`src/hdl/tsab_pkg.sv`:
```
package tsab_pkg;

  // Request codes
  localparam logic [2:0] REQ_ADD       = 3'd0;
  localparam logic [2:0] REQ_FLUSH     = 3'd1;
  localparam logic [2:0] REQ_REMOVE    = 3'd2;
  localparam logic [2:0] REQ_GET_IDX   = 3'd3;
  localparam logic [2:0] REQ_GET_OLDER = 3'd4;

  // Result status codes
  localparam logic [1:0] ST_OK   = 2'd0;
  localparam logic [1:0] ST_DUP  = 2'd1;
  localparam logic [1:0] ST_FULL = 2'd2;
  localparam logic [1:0] ST_NONE = 2'd3;

  typedef struct packed {
    logic [2:0]         req_type;
    logic signed [63:0] time_tag;
    logic [63:0]        payload_in;
    logic [3:0]         position;
  } req_t;

  typedef struct packed {
    logic [1:0]         status;
    logic               found;
    logic signed [63:0] out_time_tag;
    logic [63:0]        out_payload;
    logic [4:0]         entry_count;
  } rsp_t;

  // Controller to datapath
  typedef struct packed {
    logic       load_req;
    logic       rd_en;
    logic       wr_en;
    logic       wr_new;
    logic       cap_found;
    logic       set_st;
    logic [1:0] st;
    logic       head_adv;
    logic       cnt_inc;
    logic       load_out;
  } cmd_t;

  // Datapath to controller
  typedef struct packed {
    logic       tag_lt;
    logic       tag_eq;
    logic       out_busy;
    logic [2:0] req_type;
    logic [3:0] position;
  } sts_t;

endpackage

```
`src/hdl/timestamp_sorted_action_buffer.sv`:
```
// Time-ordered action buffer: up to DEPTH entries of (signed 64-bit tag,
// 64-bit payload), held in ascending tag order in a ring memory.
// Input channel in_valid_i/in_ready_o carries one request transaction
// (add, flush up to time, remove oldest, get by index, get last older than).
// Output channel out_valid_o/out_ready_i carries exactly one result per
// request, with the entry count after the request.
// One request is worked on at a time. Each stored entry visited takes a
// memory read, then a compare or move, set by the single read port.
// Remove oldest advances the head unless empty; get by index reads one
// entry unless out of range. Flush scans the entries it removes and stops
// at the first newer one; get last older scans the older entries, then
// reads the last of them. Add scans the entries below the new tag, then
// moves each entry above it up one place before writing the new entry.
// The result is registered: the result state loads it into the output register.
// A finished result sits in an output register; the next request is taken
// while it waits, and its own result is held back until the register frees.
// Reset empties the buffer at once (head and count cleared, no sweep);
// stored entries are undefined until written and never read before that.
module timestamp_sorted_action_buffer #(
  parameter int DEPTH = 16
) (
  input  logic           clk_i,
  input  logic           rst_ni,
  input  logic           in_valid_i,
  output logic           in_ready_o,
  input  tsab_pkg::req_t in_req_i,
  output logic           out_valid_o,
  input  logic           out_ready_i,
  output tsab_pkg::rsp_t out_rsp_o
);
  import tsab_pkg::*;

  localparam int CW = $clog2(DEPTH+1);

  cmd_t          cmd;
  sts_t          sts;
  logic [CW-1:0] idx, adv, cnt;

  tsab_ctrl #(.DEPTH(DEPTH)) u_ctrl (
    .clk_i, .rst_ni, .in_valid_i, .in_ready_o,
    .cmd_o(cmd), .idx_o(idx), .adv_o(adv), .sts_i(sts), .cnt_i(cnt)
  );

  tsab_datapath #(.DEPTH(DEPTH)) u_dp (
    .clk_i, .rst_ni, .in_req_i,
    .cmd_i(cmd), .idx_i(idx), .adv_i(adv), .sts_o(sts), .cnt_o(cnt),
    .out_valid_o, .out_ready_i, .out_rsp_o
  );

endmodule

```
`src/hdl/tsab_datapath.sv`:
```
module tsab_datapath #(
  parameter int DEPTH = 16
) (
  input  logic                         clk_i,
  input  logic                         rst_ni,
  input  tsab_pkg::req_t               in_req_i,
  input  tsab_pkg::cmd_t               cmd_i,
  input  logic [$clog2(DEPTH+1)-1:0]   idx_i,
  input  logic [$clog2(DEPTH+1)-1:0]   adv_i,
  output tsab_pkg::sts_t               sts_o,
  output logic [$clog2(DEPTH+1)-1:0]   cnt_o,
  output logic                         out_valid_o,
  input  logic                         out_ready_i,
  output tsab_pkg::rsp_t               out_rsp_o
);
  import tsab_pkg::*;

  localparam int CW = $clog2(DEPTH+1);
  localparam int AW = $clog2(DEPTH);

  logic signed [63:0] tag_mem [DEPTH];
  logic [63:0]        pay_mem [DEPTH];

  req_t               req_q;
  logic signed [63:0] rd_tag_q;
  logic [63:0]        rd_pay_q;
  logic [AW-1:0]      head_q, head_d;
  logic [CW-1:0]      cnt_q, cnt_d;
  logic [1:0]         st_q;
  logic               found_q;
  logic signed [63:0] res_tag_q;
  logic [63:0]        res_pay_q;
  logic               out_valid_q;
  rsp_t               out_q;
  logic [CW:0]        addr_sum, head_sum;
  logic [AW-1:0]      phys;

  // logical position to ring address
  assign addr_sum = (CW+1)'(head_q) + (CW+1)'(idx_i);
  assign phys     = (addr_sum >= (CW+1)'(DEPTH)) ? AW'(addr_sum - (CW+1)'(DEPTH))
                                                  : AW'(addr_sum);
  assign head_sum = (CW+1)'(head_q) + (CW+1)'(adv_i);

  // head and fill count
  always_comb begin
    head_d = head_q;
    cnt_d  = cnt_q;
    if (cmd_i.head_adv) begin
      head_d = (head_sum >= (CW+1)'(DEPTH)) ? AW'(head_sum - (CW+1)'(DEPTH))
                                            : AW'(head_sum);
      cnt_d  = cnt_q - adv_i;
    end else if (cmd_i.cnt_inc) begin
      cnt_d = cnt_q + CW'(1);
    end
  end

  // entry store, registered read
  always_ff @(posedge clk_i) begin
    if (cmd_i.wr_en) begin
      tag_mem[phys] <= cmd_i.wr_new ? req_q.time_tag  : rd_tag_q;
      pay_mem[phys] <= cmd_i.wr_new ? req_q.payload_in : rd_pay_q;
    end
    if (cmd_i.rd_en) begin
      rd_tag_q <= tag_mem[phys];
      rd_pay_q <= pay_mem[phys];
    end
  end

  // request and result payload
  always_ff @(posedge clk_i) begin
    if (cmd_i.load_req) req_q <= in_req_i;
    if (cmd_i.cap_found) begin
      res_tag_q <= rd_tag_q;
      res_pay_q <= rd_pay_q;
    end
    if (cmd_i.load_out) begin
      out_q.status       <= st_q;
      out_q.found        <= found_q;
      out_q.out_time_tag <= found_q ? res_tag_q : 64'sd0;
      out_q.out_payload  <= found_q ? res_pay_q : 64'd0;
      out_q.entry_count  <= 5'(cnt_q);
    end
  end

  // control state
  always_ff @(posedge clk_i or negedge rst_ni) begin
    if (!rst_ni) begin
      head_q      <= '0;
      cnt_q       <= '0;
      st_q        <= ST_OK;
      found_q     <= 1'b0;
      out_valid_q <= 1'b0;
    end else begin
      head_q <= head_d;
      cnt_q  <= cnt_d;
      if (cmd_i.load_req) begin
        st_q    <= ST_OK;
        found_q <= 1'b0;
      end else begin
        if (cmd_i.set_st)    st_q    <= cmd_i.st;
        if (cmd_i.cap_found) found_q <= 1'b1;
      end
      if (cmd_i.load_out)      out_valid_q <= 1'b1;
      else if (out_ready_i)    out_valid_q <= 1'b0;
    end
  end

  assign sts_o.tag_lt   = rd_tag_q < req_q.time_tag;
  assign sts_o.tag_eq   = rd_tag_q == req_q.time_tag;
  assign sts_o.out_busy = out_valid_q & ~out_ready_i;
  assign sts_o.req_type = req_q.req_type;
  assign sts_o.position = req_q.position;
  assign cnt_o          = cnt_q;
  assign out_valid_o    = out_valid_q;
  assign out_rsp_o      = out_q;

endmodule

```
`src/hdl/tsab_ctrl.sv`:
```
module tsab_ctrl #(
  parameter int DEPTH = 16
) (
  input  logic                         clk_i,
  input  logic                         rst_ni,
  input  logic                         in_valid_i,
  output logic                         in_ready_o,
  output tsab_pkg::cmd_t               cmd_o,
  output logic [$clog2(DEPTH+1)-1:0]   idx_o,
  output logic [$clog2(DEPTH+1)-1:0]   adv_o,
  input  tsab_pkg::sts_t               sts_i,
  input  logic [$clog2(DEPTH+1)-1:0]   cnt_i
);
  import tsab_pkg::*;

  localparam int CW = $clog2(DEPTH+1);

  typedef enum logic [3:0] {
    S_IDLE, S_DEC, S_SCAN, S_CMP, S_END, S_SH_RD, S_SH_WR,
    S_INS, S_RDX, S_FETCH, S_POP, S_RES
  } state_e;

  state_e        state_q;
  logic [CW-1:0] idx_q, at_q;

  // sequencer
  always_ff @(posedge clk_i or negedge rst_ni) begin
    if (!rst_ni) begin
      state_q <= S_IDLE;
      idx_q   <= '0;
      at_q    <= '0;
    end else begin
      unique case (state_q)
        S_IDLE: if (in_valid_i) state_q <= S_DEC;
        S_DEC: begin
          idx_q <= '0;
          unique case (sts_i.req_type) inside
            REQ_ADD, REQ_FLUSH, REQ_GET_OLDER: state_q <= S_SCAN;
            REQ_REMOVE: begin
              at_q    <= CW'(1);
              state_q <= (cnt_i == '0) ? S_RES : S_POP;
            end
            REQ_GET_IDX: begin
              idx_q   <= CW'(sts_i.position);
              state_q <= ((CW+4)'(sts_i.position) < (CW+4)'(cnt_i)) ? S_RDX : S_RES;
            end
            default: state_q <= S_RES;
          endcase
        end
        S_SCAN: begin
          if (idx_q == cnt_i) begin
            at_q    <= idx_q;
            state_q <= S_END;
          end else begin
            state_q <= S_CMP;
          end
        end
        S_CMP: begin
          case (sts_i.req_type)
            REQ_ADD: begin
              if (sts_i.tag_eq) state_q <= S_RES;
              else if (sts_i.tag_lt) begin
                idx_q   <= idx_q + CW'(1);
                state_q <= S_SCAN;
              end else begin
                at_q    <= idx_q;
                state_q <= S_END;
              end
            end
            REQ_FLUSH: begin
              if (sts_i.tag_lt || sts_i.tag_eq) begin
                idx_q   <= idx_q + CW'(1);
                state_q <= S_SCAN;
              end else begin
                at_q    <= idx_q;
                state_q <= S_END;
              end
            end
            default: begin
              if (sts_i.tag_lt) begin
                idx_q   <= idx_q + CW'(1);
                state_q <= S_SCAN;
              end else begin
                at_q    <= idx_q;
                state_q <= S_END;
              end
            end
          endcase
        end
        S_END: begin
          case (sts_i.req_type)
            REQ_ADD: begin
              if (cnt_i >= CW'(DEPTH)) state_q <= S_RES;
              else begin
                idx_q   <= cnt_i;
                state_q <= S_SH_RD;
              end
            end
            REQ_FLUSH: state_q <= S_POP;
            default: begin
              if (at_q != '0) begin
                idx_q   <= at_q - CW'(1);
                state_q <= S_RDX;
              end else begin
                state_q <= S_RES;
              end
            end
          endcase
        end
        S_SH_RD: state_q <= (idx_q == at_q) ? S_INS : S_SH_WR;
        S_SH_WR: begin
          idx_q   <= idx_q - CW'(1);
          state_q <= S_SH_RD;
        end
        S_INS:   state_q <= S_RES;
        S_RDX:   state_q <= S_FETCH;
        S_FETCH: state_q <= S_RES;
        S_POP:   state_q <= S_RES;
        S_RES:   if (!sts_i.out_busy) state_q <= S_IDLE;
        default: state_q <= S_IDLE;
      endcase
    end
  end

  // datapath commands
  always_comb begin
    cmd_o      = '0;
    cmd_o.st   = ST_OK;
    idx_o      = idx_q;
    unique case (state_q)
      S_IDLE:  cmd_o.load_req = in_valid_i;
      S_DEC: begin
        if (sts_i.req_type == REQ_REMOVE && cnt_i == '0) begin
          cmd_o.set_st = 1'b1;
          cmd_o.st     = ST_NONE;
        end
        if (sts_i.req_type == REQ_GET_IDX &&
            !((CW+4)'(sts_i.position) < (CW+4)'(cnt_i))) begin
          cmd_o.set_st = 1'b1;
          cmd_o.st     = ST_NONE;
        end
      end
      S_SCAN:  cmd_o.rd_en = (idx_q != cnt_i);
      S_CMP: begin
        if (sts_i.req_type == REQ_ADD && sts_i.tag_eq) begin
          cmd_o.set_st = 1'b1;
          cmd_o.st     = ST_DUP;
        end
      end
      S_END: begin
        if (sts_i.req_type == REQ_ADD && cnt_i >= CW'(DEPTH)) begin
          cmd_o.set_st = 1'b1;
          cmd_o.st     = ST_FULL;
        end
        if (sts_i.req_type == REQ_GET_OLDER && at_q == '0) begin
          cmd_o.set_st = 1'b1;
          cmd_o.st     = ST_NONE;
        end
      end
      S_SH_RD: begin
        idx_o       = idx_q - CW'(1);
        cmd_o.rd_en = (idx_q != at_q);
      end
      S_SH_WR: cmd_o.wr_en = 1'b1;
      S_INS: begin
        cmd_o.wr_en   = 1'b1;
        cmd_o.wr_new  = 1'b1;
        cmd_o.cnt_inc = 1'b1;
      end
      S_RDX:   cmd_o.rd_en     = 1'b1;
      S_FETCH: cmd_o.cap_found = 1'b1;
      S_POP:   cmd_o.head_adv  = 1'b1;
      S_RES:   cmd_o.load_out  = ~sts_i.out_busy;
      default: ;
    endcase
  end

  assign adv_o      = at_q;
  assign in_ready_o = (state_q == S_IDLE);

endmodule

```
`config.mk`:
```
export PLATFORM = sky130hd
export DESIGN_NAME = timestamp_sorted_action_buffer
export DESIGN_NICKNAME = d
export VERILOG_FILES = /design/src/hdl/tsab_pkg.sv /design/src/hdl/timestamp_sorted_action_buffer.sv /design/src/hdl/tsab_datapath.sv /design/src/hdl/tsab_ctrl.sv
export SDC_FILE = /design/constraint.sdc
export NUM_CORES = 2
export LEC_CHECK = 0
export CAP_MARGIN = 10
export CELL_PAD_IN_SITES_DETAIL_PLACEMENT = 0
export CELL_PAD_IN_SITES_GLOBAL_PLACEMENT = 2
export CORE_UTILIZATION = 25
export CTS_CLUSTER_DIAMETER = 120
export CTS_CLUSTER_SIZE = 12
export DETAILED_ROUTE_END_ITERATION = 8
export DONT_BUFFER_PORTS = 1
export GPL_TIMING_DRIVEN = 0
export PLACE_DENSITY = 0.47
export SLEW_MARGIN = 0
export SYNTH_ARGS = -nofsm -noshare
export SYNTH_HDL_FRONTEND = slang
export SYNTH_SLANG_ARGS = --single-unit
```
`constraint.sdc`:
```
create_clock -name clk_i -period 13.43 [get_ports clk_i]
set_clock_uncertainty 0.05 [all_clocks]
set_input_delay 1.343 -clock clk_i [delete_from_list [all_inputs] [get_ports clk_i]]
set_output_delay 1.343 -clock clk_i [all_outputs]
set_load 0.1 [all_outputs]
```
==> results.ini <==
[status]
status = completed

[timing]
tns_ns = 0
finalMaxSlewViolations = 0
hold_viol = 0
slew_headroom_pct = 14.9
min_period_ns = 7.50
min_period_over_period_pct = 55.9
worst_pin_slew_ns = 1.28
fmax_mhz = 133
setup_viol_count_final = 0
rsz0062_at_grt = no

[global_route]
grt_overflow = 0
track_usage_pct = 14.6
grt_start_max_net_pins = 73
grt_antenna_before_repair = 27
grt_pass1_wl_um = 412000
first_global_vias = 51300

[power_and_ir_drop]
intPower_uw = 18900
swShare_pct = 38.5
peakVddDrop_mv = 0.179
p_comb_share_pct = 41.4
p_leak_uw = 0.0367
fin_total_pwr_uw = 30700
seq_power_share_pct = 38.3
power_density_nw_per_um2 = 262
p_sw_uw = 11800
clkPwrFrac_pct = 20.3

[worst_setup_path]
arrival_ns = 8.04
end_kind = flop
cp_max_fo = 20
cp_data_required_time_ns = 13.97
critical_path_class = reg -> reg
setup.worst_path.start_class = flop

[detailed_routing]
vias = 47700
via_per_inst = 4.47
ant_nets = 0
drt_iter0_drc = 3565
firstDrtPassIters = 5
routedWlPerCell_um = 27.6
drc = 0
wl_um = 295000

[floorplanning]
rows = 231
num_io_pins = 277
placeableCoreArea_um2 = 396000
initial_core_util_pct = 25.1
die_w_um = 633
dieHeight_um = 633
die_area_um2 = 401000

[place]
placedCellCount = 10400
port_buffers = 0
hpwl_um = 205000
routabilityCongestion = 0.705

[yosys]
synth_top_family_by_area = multiplexers
synth_fp_nets = 5060
ys.flop_type = edfxtp_1
yosys-top-cells-area = edfxtp_1 78%, mux4_2 12%, and2_1 1.6%, nand2_1 1.4%, ha_1 1.0%
avgSynthCellArea_um2 = 20.6
synth_cell_types = 62
yosysTopAreaCell = edfxtp_1
seq_area_frac_synth_pct = 78.3
synth_compound_area_share_pct = 2.90
synth_top_area_share_pct = 77.6
yosys.area_share.simple_pct = 3.73
synthMuxAreaShare_pct = 12.4
synthArstFlopShare_pct = 1.04
synthCells = 4838
ys_ff_latch = 2602
synth_area_um2 = 99700
synth-xor-area-share_pct = 0.246
synth_edf_count = 2575
synth_fa_ha_area_share_pct = 1.06
yosys_warnings = 0

[clocking]
clock_latency_ns = 0.93
cts_buffers = 240
ctsResizeCount = 0
cts_root_buf = clkbuf_16
clk_pin_slew_worst_paths_ns = 0.07
clock_path_buffers = 4
h-tree-depth = 4
tritoncts = done
postCtsSetupRepairBufs = 0
cts.sinks = 2602

[cells_and_area]
n_fill_cell = 38500
drive_above_1_share_pct = 22.8
nNetsFinal = 5599
instances_no_fill = 10700
area_growth_syn_to_layout_pct = 17.7

[run]
max_cap_viol_count = 0

[min_path]
min_path_type = in -> async

-- placed cells by master, fill, tap and decap left out, types with 8 or more instances in the layout --
master	n
a211oi_1	131
a21o_1	15
a21oi_1	41
a221oi_1	8
a31oi_1	128
and2_1	256
buf_1	12
buf_12	63
buf_16	41
buf_2	64
buf_4	53
buf_6	98
buf_8	33
clkbuf_1	202
clkbuf_16	242
clkbuf_2	12
dfrtp_1	27
diode_2	12
edfxtp_1	2575
ha_1	80
inv_1	81
mux2_2	69
mux4_2	512
nand2_1	362
nand2b_1	8
nand3_1	23
nand4_1	19
nor2_1	29
nor2_4	8
nor3_1	14
o21ai_0	38
o21ai_1	55
xnor2_1	14
xor2_1	11
-- cells in the mapped netlist (all sizes together) (12+ instances only) --
cell	instances
a21oi	41
a31oi	128
dfrtp	27
and2	256
xnor2	16
o21ai	93
mux2	70
inv	83
xor2	12
nand4	19
nand2	362
a211oi	131
clkbuf	185
nor2	37
edfxtp	2575
mux4	512
a21o	15
buf	68
nand3	24
ha	80
nor3	23
-- path summary, 6_finish.rpt --
check,start,endpoint,slack (ns),depth (start not counted)
hold reg to reg,u_dp.rd_pay_q[45],u_dp.res_pay_q[45],0.40,0
min in group clk_i,u_dp.rd_pay_q[45],u_dp.res_pay_q[45],0.40,0
hold / removal,rst_ni,u_dp.cnt_o[2],0.22,1
max in group asynchronous,rst_ni,u_ctrl.state_q[2],12.89,1
setup / recovery,u_ctrl.state_q[1],u_dp.tag_mem[1][48],5.93,15
setup reg to reg,u_ctrl.state_q[1],u_dp.tag_mem[1][48],5.93,15
-- area by class of cell --
class / count / area, um^2 / share of cell area (%)
Inverter: 83 / 319 / 0.272
Multi-Input combinational cell: 1900 / 20500 / 17.5
Clock inverter: 16 / 253 / 0.215
Timing Repair Buffer: 297 / 4430 / 3.77
Tap cell: 5242 / 6560 / 5.59
Buffer: 253 / 1050 / 0.899
Antenna cell: 12 / 30.0 / 0.0256
Clock buffer: 273 / 6170 / 5.26
Sequential cell: 2602 / 78000 / 66.5
-- cells by family after synthesis --
kind of cell / Yosys count
flops: 2602
simple gates: 757
mux: 589
compound gates: 443
buf+inv: 336
fa+ha+maj: 83
xor+xnor: 28
-- per-stage QoR --
step | area, um^2 | setup slack [ns] | util [%] | hold WS [ns]
floorplan | 99700 | 0.958 | - | 0.370
CTS | 117000 | 5.67 | 29.6 | 0.124
detailed placement | 111000 | 5.69 | 28.0 | 0.380
global route | 117000 | 5.55 | 29.6 | 0.167
finish | 117000 | 5.93 | 29.6 | 0.217
global placement | 106000 | -15.35 | 26.8 | 0.378
-- power groups by stage --
stage	logic, uW	registers (uW)	clock network (uW)
finish	12700	11800	6230
global route	13900	11800	6700
CTS	13300	11800	6470
detailed placement	13300	12000	0
global placement	12700	12300	0
floorplan	7510	11900	0
-- sequential cells by signal (all words and copies together), names as in the netlist, 2 cells and up --
register and count:
u_dp.pay_mem 1024, u_dp.tag_mem 1024, u_dp.out_rsp_o 136, u_dp.req_q 128
u_dp.rd_pay_q 64, u_dp.rd_tag_q 64, u_dp.res_pay_q 64, u_dp.res_tag_q 64
u_dp.sts_o 7, u_ctrl.adv_o 5, u_ctrl.idx_q 5, u_dp.cnt_o 5
u_ctrl.state_q 4, u_dp.head_q 4, u_dp.st_q 2
-- what timing repair did --
item | 4_1_cts | 5_1_grt
hold buffers | 1 | 0
endpoints found under the setup margin | 0 | 0
endpoints found under the hold margin | 27 | 0
-- layer usage --
layer,track usage (%),up-vias,wire (um)
met3,1.96,348,10600
met2,25.5,896,149000
met4,3.06,14,6110
met5,0,-,78
li1,-,20700,-
met1,19.2,25800,129000
-- worst max-delay path, stage by stage, from the launching register on --
cell and delay [ns]:
dfrtp_1 0.39, clkbuf_1 0.23, nand2b_1 0.29, nor2_1 0.39, xnor2_1 0.15, ha_1 0.42, buf_2 0.40, clkbuf_1 0.98
clkbuf_2 0.63, buf_2 0.54, clkbuf_1 0.59, nand2_1 0.43, nor2_4 0.87, buf_12 0.29, buf_12 0.22, buf_12 0.21
(Power assumes the default switching activity.)
